==> src/dtdc_pkg.sv <==
// Shared types, constants and tables for the dead-time duty compensation block.
// No dependencies.
`default_nettype none

package dtdc_pkg;

  localparam int ANGLE_BITS  = 16;
  localparam int TRIG_STAGES = 16;
  localparam int STAGE_W     = (TRIG_STAGES > 1) ? $clog2(TRIG_STAGES) : 1;
  localparam int CFG_IDX_W   = 8;
  localparam int CFG_DATA_W  = 32;

  localparam logic signed [31:0] CORDIC_X0      = 32'sd652032874;
  localparam logic signed [31:0] SQRT3_HALF_Q30 = 32'sd929887697;

  typedef logic [ANGLE_BITS-1:0] angle_t;
  typedef logic [STAGE_W-1:0]    stage_t;

  typedef enum logic [CFG_IDX_W-1:0] {
    REG_DEAD_TIME_DUTY   = 8'd0,
    REG_SPEED_THRESHOLD  = 8'd1,
    REG_LEAD_GAIN        = 8'd2,
    REG_CURRENT_DEADBAND = 8'd3
  } cfg_reg_t;

  typedef struct packed {
    logic [15:0] a;
    logic [15:0] b;
    logic [15:0] c;
  } duty_t;

  typedef struct packed {
    logic signed [15:0] current_d;
    logic signed [15:0] current_q;
    duty_t              duty;
    logic               comp_en;
  } side_t;

  typedef struct packed {
    logic signed [31:0] x;
    logic signed [31:0] y;
    logic signed [31:0] z;
    logic               flip;
    side_t              side;
  } cord_t;

  // Arctangent of 2^-i, 2^32 is one full turn.
  function automatic logic signed [31:0] atan_turn(input stage_t i);
    logic signed [31:0] v;
    case (int'(i))
      0:       v = 32'sd536870912;
      1:       v = 32'sd316933406;
      2:       v = 32'sd167458907;
      3:       v = 32'sd85004756;
      4:       v = 32'sd42667331;
      5:       v = 32'sd21354465;
      6:       v = 32'sd10679838;
      7:       v = 32'sd5340245;
      8:       v = 32'sd2670163;
      9:       v = 32'sd1335087;
      10:      v = 32'sd667544;
      11:      v = 32'sd333772;
      12:      v = 32'sd166886;
      13:      v = 32'sd83443;
      14:      v = 32'sd41722;
      15:      v = 32'sd20861;
      16:      v = 32'sd10430;
      17:      v = 32'sd5215;
      18:      v = 32'sd2608;
      19:      v = 32'sd1304;
      20:      v = 32'sd652;
      21:      v = 32'sd326;
      22:      v = 32'sd163;
      23:      v = 32'sd81;
      default: v = 32'sd0;
    endcase
    return v;
  endfunction

endpackage

`default_nettype wire

==> src/dtdc_cordic_cell.sv <==
// One CORDIC rotation cell of the sine/cosine row.
// Depends on dtdc_pkg (cord_t, stage_t, atan_turn).
`default_nettype none

module dtdc_cordic_cell (
  input  logic            clk,
  input  logic            rst,
  input  logic            en,
  input  dtdc_pkg::stage_t stage,
  input  logic            in_valid,
  input  dtdc_pkg::cord_t in_data,
  output logic            out_valid,
  output dtdc_pkg::cord_t out_data
);

  logic signed [31:0] dx;
  logic signed [31:0] dy;
  logic signed [31:0] ang;
  dtdc_pkg::cord_t    data_next;

  // Rotate towards zero residual angle.
  always_comb begin
    dx        = in_data.y >>> stage;
    dy        = in_data.x >>> stage;
    ang       = dtdc_pkg::atan_turn(stage);
    data_next = in_data;
    if (!in_data.z[31]) begin
      data_next.x = in_data.x - dx;
      data_next.y = in_data.y + dy;
      data_next.z = in_data.z - ang;
    end else begin
      data_next.x = in_data.x + dx;
      data_next.y = in_data.y - dy;
      data_next.z = in_data.z + ang;
    end
  end

  always_ff @(posedge clk) begin
    if (rst) begin
      out_valid <= 1'b0;
    end else if (en) begin
      out_valid <= in_valid;
    end
  end

  always_ff @(posedge clk) begin
    if (en) begin
      out_data <= data_next;
    end
  end

endmodule

`default_nettype wire

==> config.mk <==
export PLATFORM = sky130hd
export DESIGN_NAME = dtdc_cordic_cell
export DESIGN_NICKNAME = d
export VERILOG_FILES = /design/src/dtdc_pkg.sv /design/src/dtdc_cordic_cell.sv
export SDC_FILE = /design/constraint.sdc
export NUM_CORES = 1
export LEC_CHECK = 0
export BUFFER_PORTS_ARGS = -buffer_cell sky130_fd_sc_hd__buf_2
export CAP_MARGIN = 20
export CELL_PAD_IN_SITES_DETAIL_PLACEMENT = 1
export CELL_PAD_IN_SITES_GLOBAL_PLACEMENT = 2
export CORE_ASPECT_RATIO = 1.4
export CORE_UTILIZATION = 31
export CTS_CLUSTER_DIAMETER = 150
export DETAILED_ROUTE_END_ITERATION = 10
export GPL_ROUTABILITY_DRIVEN = 0
export PLACE_DENSITY = 0.85
export SLEW_MARGIN = 10
export SYNTH_ARGS = -nofsm -noshare
export SYNTH_HDL_FRONTEND = slang
export SYNTH_SLANG_ARGS = --single-unit
==> constraint.sdc <==
create_clock -name clk -period 6 [get_ports clk]
set_input_delay 0.3 -clock clk [delete_from_list [all_inputs] [get_ports clk]]
set_output_delay 0.3 -clock clk [all_outputs]
set_load 0.05 [all_outputs]
---- After elaboration in Yosys (flattened, before gate mapping) ----
Memory sizes are Yosys's and may differ from the RTL's.
Cells that the tools add are included.
cells by class
  mux-type cells .......................... 1
  bitwise logic cells ..................... 0
  eq/ne operators ......................... 0
  magnitude comparators ................... 0
  add/sub/neg operators ................... 6
  multiply operators ...................... 0
  divide/modulo/power cells ............... 0
  shifts and indexed selects .............. 2
  reduce and logical (&&, ||, !) cells .... 0
operator list
  operator        count
  $add 32x32->32  3
  $mux 96         1
  $sub 32x32->32  3
  $sshr 32x4->32  2
storage, ports and cells
  logic and storage cells ................. 21
  latch bits .............................. 0
  memories kept ........................... 1
  register bits after elaboration ......... 179
  RAM bits ................................ 0
  ROM bits ................................ 480
memories
  name             depth  width  read ports  clocked after memory_dff  wr ports  line            source
  (no name shown)  16     30     1           0                         0         dtdc_pkg.sv:50  case (int'(i))

---- Depth between registers and ports, before layout ----
Gate-level depths: netlist (run 1).
  depth in word-level cells ............... 3
  mapped depth ............................ 28

---- Least setup slack after synthesis (run 1) ----
OpenSTA, ideal clock, no wires.
  path kind ............................... input to register
  from .................................... in stage[1]
  to ...................................... reg out_data[112] (netlist bit) (data pin)
  data required time ...................... 5742 ps
  data arrival time ....................... 6199 ps
  slack ................................... -456 ps
  stages on the path ...................... 27
  cells stage by stage .................... buf_2 -> inv_1 -> buf_2 -> clkbuf_1 -> clkbuf_1 -> buf_1 -> buf_1 -> ha_1 -> nor2_1 -> a211oi_1 -> a21oi_1 -> ha_1 -> nand3_1 -> nor2_1 -> a31oi_1 -> a21oi_1 -> xor2_1 -> ha_1 -> and3_1 -> a221oi_1 -> a211oi_1 -> o41ai_1 -> a21o_1 -> o21a_1 -> o21bai_1 -> a21oi_1 -> xnor2_1
RTL lines
  element                 line                    source
  start: declaration      dtdc_cordic_cell.sv:9   input dtdc_pkg::stage_t stage,
  end signal: assignment  dtdc_cordic_cell.sv:48  out_data <= data_next;
  end: declaration        dtdc_cordic_cell.sv:13  output dtdc_pkg::cord_t out_data

==> flow_metrics.env, run 1 <==
export IMPL_critPathArrivalTime_ns=5.59
export IMPL_synth_edff_count=178
export IMPL_fin_skew_ns=0
export IMPL_fmax_ghz=0.185
export IMPL_critical_path_slowest_cell="sky130_fd_sc_hd__mux4_2"
export IMPL_worstSetupPathType="in -> reg"
export IMPL_totalWireLength_um=56700
export IMPL_clock_insertion_delay_worst_skew_ns=0.46
export IMPL_placed_cells=2572
export IMPL_synth_yosys_seq_area_share_pct=33.4
export IMPL_chipHeight_um=271
export IMPL_grt_setup_unrepaired="no"
export IMPL_hpwlAfterDp_um=43800
export IMPL_synth_seq_cells=179
export IMPL_worst_setup_path_end_kind="flop"
export IMPL_timing_max_cap_violations=0
export IMPL_die_area_um2=52700
export IMPL_power_share_sequential_pct=29.7
export IMPL_path_clk_slew_ns=0.07
export IMPL_power_switching_mw=2.65
export IMPL_crit_family="simple AND/OR/NAND/NOR gates"
export IMPL_port_buffers=364
export IMPL_grt_ovfl_total=0
export IMPL_total_drc_errors_in_the_routed_layout=0
export IMPL_setup_viol=0
export IMPL_cp_required_ns=6.18
export IMPL_yosysWarningCount=0
export IMPL_post_synth_main_area_contributors="sky130_fd_sc_hd__edfxtp_1, sky130_fd_sc_hd__mux4_2, sky130_fd_sc_hd__ha_1"
export IMPL_switching_share_pct=44.5
export IMPL_crit_path_cell_trace="buf_4 -> buf_4 -> buf_4 -> mux4_2 -> mux4_2 -> a221oi_1 -> nand4_1 -> or3_4 -> nand2b_1 -> a22oi_1 -> o22ai_1 -> ha_1 -> nor3_1 -> nand2b_1 -> a21oi_1 -> nor3_1 -> nor4_1 -> a211oi_1"
export IMPL_effective_utilization_at_floorplan_pct=31.4
export IMPL_ys_flop_type="sky130_fd_sc_hd__edfxtp_1"
export IMPL_cts_root_to_sink_buffers=2
export IMPL_synth_async_reset_ratio_pct=0
export IMPL_worst_path_maximum_fanout=21
export IMPL_syn_to_final_growth_pct=25.5
export IMPL_synth_cell_area_um2=16100
export IMPL_syn_instance_count=1586
export IMPL_worst_slew_pin_slew_ns=0.822
export IMPL_mostFrequentLayoutCell="sky130_fd_sc_hd__buf_2"
export IMPL_postSynthAreaPerCell_um2=10.1
export IMPL_totalNegativeSetupSlack_ns=0
export IMPL_layout_drive_gt1_share_pct=27.8
export IMPL_cts_sink_count=179
export IMPL_regToRegSetupSlack_ns=5.41
export IMPL_internal_cell_power_mw=3.30
export IMPL_yosysUniqueCellTypes=80
export IMPL_core_region_area_um2=51100
export IMPL_die_x_um=194
export IMPL_row_count=98
export IMPL_worst_ir_drop_vdd_uv=157
export IMPL_cts_hold_buffers=79
export IMPL_postLayoutSetupSlackWorst_ns=0.597
export IMPL_viasPerCell=5.46
export IMPL_global_route_usage_total_pct=21.3
export IMPL_finalMaxSlewViolations=0
export IMPL_clock_tree_from_tritoncts="yes"
export IMPL_power_clock_fraction_pct=19.3
export IMPL_outcome="complete, no violations"
export IMPL_dp_slack_ns=0.143
export IMPL_power_frac_comb_pct=51.0
export IMPL_synth_fp_nets=1893
export IMPL_timing_hold_worst_class="in -> reg"
export IMPL_cts_made_buffers=17
export IMPL_antenna_violations_before_repair=10
export IMPL_first_pass_iters=5
export IMPL_finish_cell_count_without_fillers=2690
export IMPL_drt_initial_drc_count=624
export IMPL_leakagePower_nw=8.35
export IMPL_synthDominantAreaCellType="sky130_fd_sc_hd__edfxtp_1"
export IMPL_fin_crit_share_pct=90.0
export IMPL_critical_path_buffer_and_inverter_count=3
export IMPL_cts_root_buffer_type="sky130_fd_sc_hd__clkbuf_16"
export IMPL_via_count=14700
export IMPL_slowest_delay_ns=0.61
export IMPL_synth_top_cell_area_share_pct=33.3
export IMPL_critPathLaunchType="input pin"
export IMPL_wl_per_cell_um=21.1
export IMPL_cts_max_level=4
export IMPL_period_minus_slack_ns=5.40
export IMPL_pin_count_of_the_biggest_net_entering_global_routing=115
export IMPL_grt_pass1_wl_um=88100
export IMPL_cpMostUsedCell="sky130_fd_sc_hd__buf_4"
export IMPL_power_density_cell_area_nw_per_um2=295
export IMPL_final_cell_mix="sky130_fd_sc_hd__buf_2, sky130_fd_sc_hd__edfxtp_1, sky130_fd_sc_hd__a21oi_1"
export IMPL_design_final_nets=2327
export IMPL_postCtsResizedCells=0
export IMPL_postCtsSetupBuffers=0
export IMPL_ant_nets=0
export IMPL_finalHoldViolations=0
export IMPL_rel_slew_slack_pct=45.2
export IMPL_finalPower_mw=5.94
export IMPL_floorplan_io_pins=365
export IMPL_first_global_vias=15700
[power by group through the flow]
stage	Clock (mW)	Sequential (mW)	Combinational, mW
global placement	0	1.79	2.93
CTS	1.19	1.77	3.04
floorplan	0	2.62	1.36
global route	1.22	1.79	3.26
detailed placement	0	1.79	2.98
finish	1.15	1.77	3.03
[logic make-up after synthesis]
logic type / share of synthesized area [%]
XOR/XNOR: 9.05
AO/OA/AOI/OAI: 16.8
buffers and inverters: 2.94
adder cells (fa/ha/maj): 9.57
AND/OR/NAND/NOR: 12.5
flip-flops: 33.4
multiplexers: 15.8
[sequential cells by signal, summed over array words and instances, names as in the netlist]
signal / count
out_data: 178
out_valid: 1
[worst reg2reg max path: cells and delay by family (launching register included)]
kind             cells  cell delay, ns
AND/OR/NAND/NOR      1            0.05
multiplexers         1            0.12
flip-flops           1            0.31
[area by class of cell]
cell class,instances,area (um2)
multi-input combinational,1301,10200
timing repair buffer,485,3000
antenna,7,17.5
inverter,36,135
fill,5840,31000
sequential,179,5370
clock buffer,18,429
tap,650,813
clock inverter,14,150
[cell usage after synthesis (all sizes together) (12+ instances only)]
| cell | n |
|---|---|
| edfxtp | 178 |
| a21oi | 153 |
| nand2 | 151 |
| ha | 118 |
| nor2 | 116 |
| xnor2 | 106 |
| mux4 | 77 |
| o21ai | 75 |
| xor2 | 60 |
| mux2i | 55 |
| buf | 45 |
| a31oi | 37 |
| a21o | 36 |
| inv | 35 |
| nor3 | 32 |
| nand3 | 30 |
| clkbuf | 25 |
| mux2 | 22 |
| nand2b | 22 |
| a211oi | 21 |
| o21a | 21 |
| and3 | 14 |
| and2 | 12 |
[metal layers]
layer  part of all wire, %  wire (um)  vias up  GRT usage [%]
li1                      -          -     6881              -
met1                    40      22900     7216           24.6
met2                    52      29200      489           38.7
met3                   4.5       2570      102           2.91
met4                   3.4       1910        6           9.90
met5                 0.071         40        -              0
[metrics by stage]
step / hold WS (ns) / utilization, % / cell area [um2]
5_1_grt: 0.0162 / 39.4 / 20100
4_1_cts: 0.0108 / 39.4 / 20100
3_3_place_gp: 0.461 / 36.7 / 18800
6_report: 0.0368 / 39.4 / 20100
2_1_floorplan: 0.372 / - / 16100
3_5_place_dp: 0.472 / 36.7 / 18800
[worst paths after layout]
path                                   from             to  cells past startpoint
worst max-delay path               stage[0]  out_data[175]                     18
worst min-delay path            in_data[64]   out_data[64]                      1
worst max register to register    out_valid      out_valid                      2
worst min register to register    out_valid      out_valid                      2
Power figures use the tool's default switching activity.
==> inputs of run 2 (changes only) <==
==> constraint.sdc (replaced) <==
create_clock -name clk -period 6 [get_ports clk]
set_input_delay 0.9 -clock clk [delete_from_list [all_inputs] [get_ports clk]]
set_output_delay 0.9 -clock clk [all_outputs]
set_load 0.05 [all_outputs]
==> run 2 against run 1 <==
Compared with the run above: utilization is 0.15 points lower; fmax fell by 5.5%; flip-flop and latch count is the same; critical path type unchanged; cell area decreased by 0.39%; critical path depth grew 3; combinational power grew 3%; wire length decreased by 2.2%; critical endpoint is now out_data[144].
==> flow_metrics.env, run 2 (synthesis gave the netlist of run 1 again) <==
export IMPL_outcome="complete, no violations"
export IMPL_worst_path_maximum_fanout=9
export IMPL_effective_utilization_at_floorplan_pct=31.4
export IMPL_critPathArrivalTime_ns=5.94
export IMPL_total_drc_errors_in_the_routed_layout=0
export IMPL_pin_count_of_the_biggest_net_entering_global_routing=108
export IMPL_flip_flop_count_of_the_largest_register_all_copies_and_words_added=178
export IMPL_setup_viol=0
export IMPL_wl_per_cell_um=20.6
export IMPL_core_region_area_um2=51100
export IMPL_fin_skew_ns=0
export IMPL_mostFrequentLayoutCell="sky130_fd_sc_hd__buf_2"
export IMPL_totalNegativeSetupSlack_ns=0
export IMPL_nFillCells=5932
export IMPL_period_minus_slack_ns=5.72
export IMPL_hpwlAfterDp_um=44600
export IMPL_cts_made_buffers=17
export IMPL_via_count=14600
export IMPL_finalMaxSlewViolations=0
export IMPL_port_buffers=364
export IMPL_clock_insertion_delay_worst_skew_ns=0.45
export IMPL_top_regs="out_data (178), out_valid (1)"
export IMPL_clock_tree_from_tritoncts="yes"
export IMPL_critical_path_slowest_cell="sky130_fd_sc_hd__mux4_2"
export IMPL_cts_sink_count=179
export IMPL_postCtsSetupBuffers=0
export IMPL_cts_root_buffer_type="sky130_fd_sc_hd__clkbuf_16"
export IMPL_cts_root_to_sink_buffers=2
export IMPL_worstSetupPathType="in -> reg"
export IMPL_register_area_um2=5370
export IMPL_timing_hold_worst_class="reg -> reg"
export IMPL_multiInputGateArea_um2=10300
export IMPL_cpMostUsedCell="sky130_fd_sc_hd__a21o_1"
export IMPL_placed_cells=2653
export IMPL_cts_hold_buffers=0
export IMPL_timing_max_cap_violations=0
export IMPL_hold_ws_ns=0.547
export IMPL_worst_ir_drop_vdd_uv=178
export IMPL_worst_setup_path_end_kind="flop"
export IMPL_first_pass_iters=5
export IMPL_power_density_cell_area_nw_per_um2=303
export IMPL_rel_slew_slack_pct=51.6
export IMPL_totalWireLength_um=55400
export IMPL_cp_required_ns=6.23
export IMPL_die_area_um2=52700
export IMPL_die_x_um=194
export IMPL_cts_max_level=4
export IMPL_path_clk_slew_ns=0.08
export IMPL_viasPerCell=5.44
export IMPL_row_count=98
export IMPL_finalHoldViolations=0
export IMPL_grt_ovfl_total=0
export IMPL_leakagePower_nw=8.45
export IMPL_ant_nets=0
export IMPL_global_route_usage_total_pct=20.9
export IMPL_regMostFlops="out_data"
export IMPL_syn_to_final_growth_pct=25.0
export IMPL_crit_path_cell_trace="buf_4 -> buf_4 -> mux4_2 -> mux4_2 -> nor2_1 -> nand3_1 -> or2_2 -> nor2b_1 -> a31oi_1 -> xnor2_1 -> ha_1 -> a21o_1 -> a21o_1 -> a21o_1 -> a221o_1 -> a21oi_1 -> o21ai_0 -> o41ai_2 -> o21bai_1 -> a21oi_1 -> xnor2_1"
export IMPL_drt_initial_drc_count=796
export IMPL_floorplan_io_pins=365
export IMPL_fin_crit_share_pct=95.3
export IMPL_slowest_delay_ns=0.57
export IMPL_worst_slew_pin_slew_ns=0.727
export IMPL_layout_drive_gt1_share_pct=32.2
export IMPL_grt_pass1_wl_um=86700
export IMPL_chipHeight_um=271
export IMPL_antenna_violations_before_repair=6
export IMPL_first_global_vias=15600
export IMPL_fmax_ghz=0.175
export IMPL_critPathLaunchType="input pin"
export IMPL_design_final_nets=2329
export IMPL_finish_cell_count_without_fillers=2688
export IMPL_final_cell_mix="sky130_fd_sc_hd__buf_2, sky130_fd_sc_hd__edfxtp_1, sky130_fd_sc_hd__nand2_1, sky130_fd_sc_hd__a21oi_1, sky130_fd_sc_hd__buf_4"
-- run 2: final timing paths --
check / slack, ns / cells past startpoint / to / from
worst max-delay path: 0.28 / 21 / out_data[144] / stage[0]
worst max register to register: 5.38 / 2 / out_valid / out_valid
worst min-delay path: 0.55 / 2 / out_valid / out_valid
worst min register to register: 0.55 / 2 / out_valid / out_valid
-- run 2: routing by layer --
metal / share of wire, % / track usage (%) / wire, um / vias to the layer above
li1: - / - / - / 6885
met1: 41 / 24.2 / 22600 / 7133
met2: 51 / 37.8 / 28100 / 476
met3: 4.4 / 3.24 / 2420 / 111
met4: 3.9 / 9.57 / 2180 / 6
met5: 0.061 / 0 / 34 / -
-- run 2: critical path: cells and delay by family --
family	cells	cell delay, ns
buffers and inverters	2	0.43
AOI/OAI and AO/OA	10	2.07
xor gates and xnor gates	2	0.24
adders and majority gates	1	0.32
and+or+nand+nor	4	0.89
muxes	2	1.09
-- run 2: what timing repair did --
| item | in CTS | in global routing |
|---|---|---|
| resized for setup | 0 | 1 |
| hold endpoints to repair | 0 | 0 |
| setup endpoints to repair | 0 | 1 |
-- run 2: through the flow --
stage                     setup slack [ns]  util, %  area (um2)  total power, mW
after floorplan                   -0.00403        -       16100             4.00
after global placement             -0.0647     38.0       19400             4.83
after detailed placement            -0.195     38.0       19400             4.89
after CTS                            0.322     39.2       20100             6.15
after global routing               -0.0328     39.3       20100             6.43
final                                0.282     39.3       20100             6.08
-- run 2: cell type report --
cell class / instances / area share (%)
inverters: 36 / 0.673
repair buffers: 487 / 14.2
flip-flops and latches: 179 / 26.7
diodes: 3 / 0.0374
well taps: 650 / 4.05
clock inverters: 15 / 0.923
clock buffers: 17 / 2.12
multi-input cells: 1301 / 51.3
-- run 2: where the power goes --
group	total, mW	switching, mW	internal (mW)	leakage (nW)
sequential	1.76	0.0595	1.70	1.75
combinational	3.11	2.04	1.07	6.40
clock	1.21	0.582	0.632	0.295
total	6.08	2.68	3.40	8.45
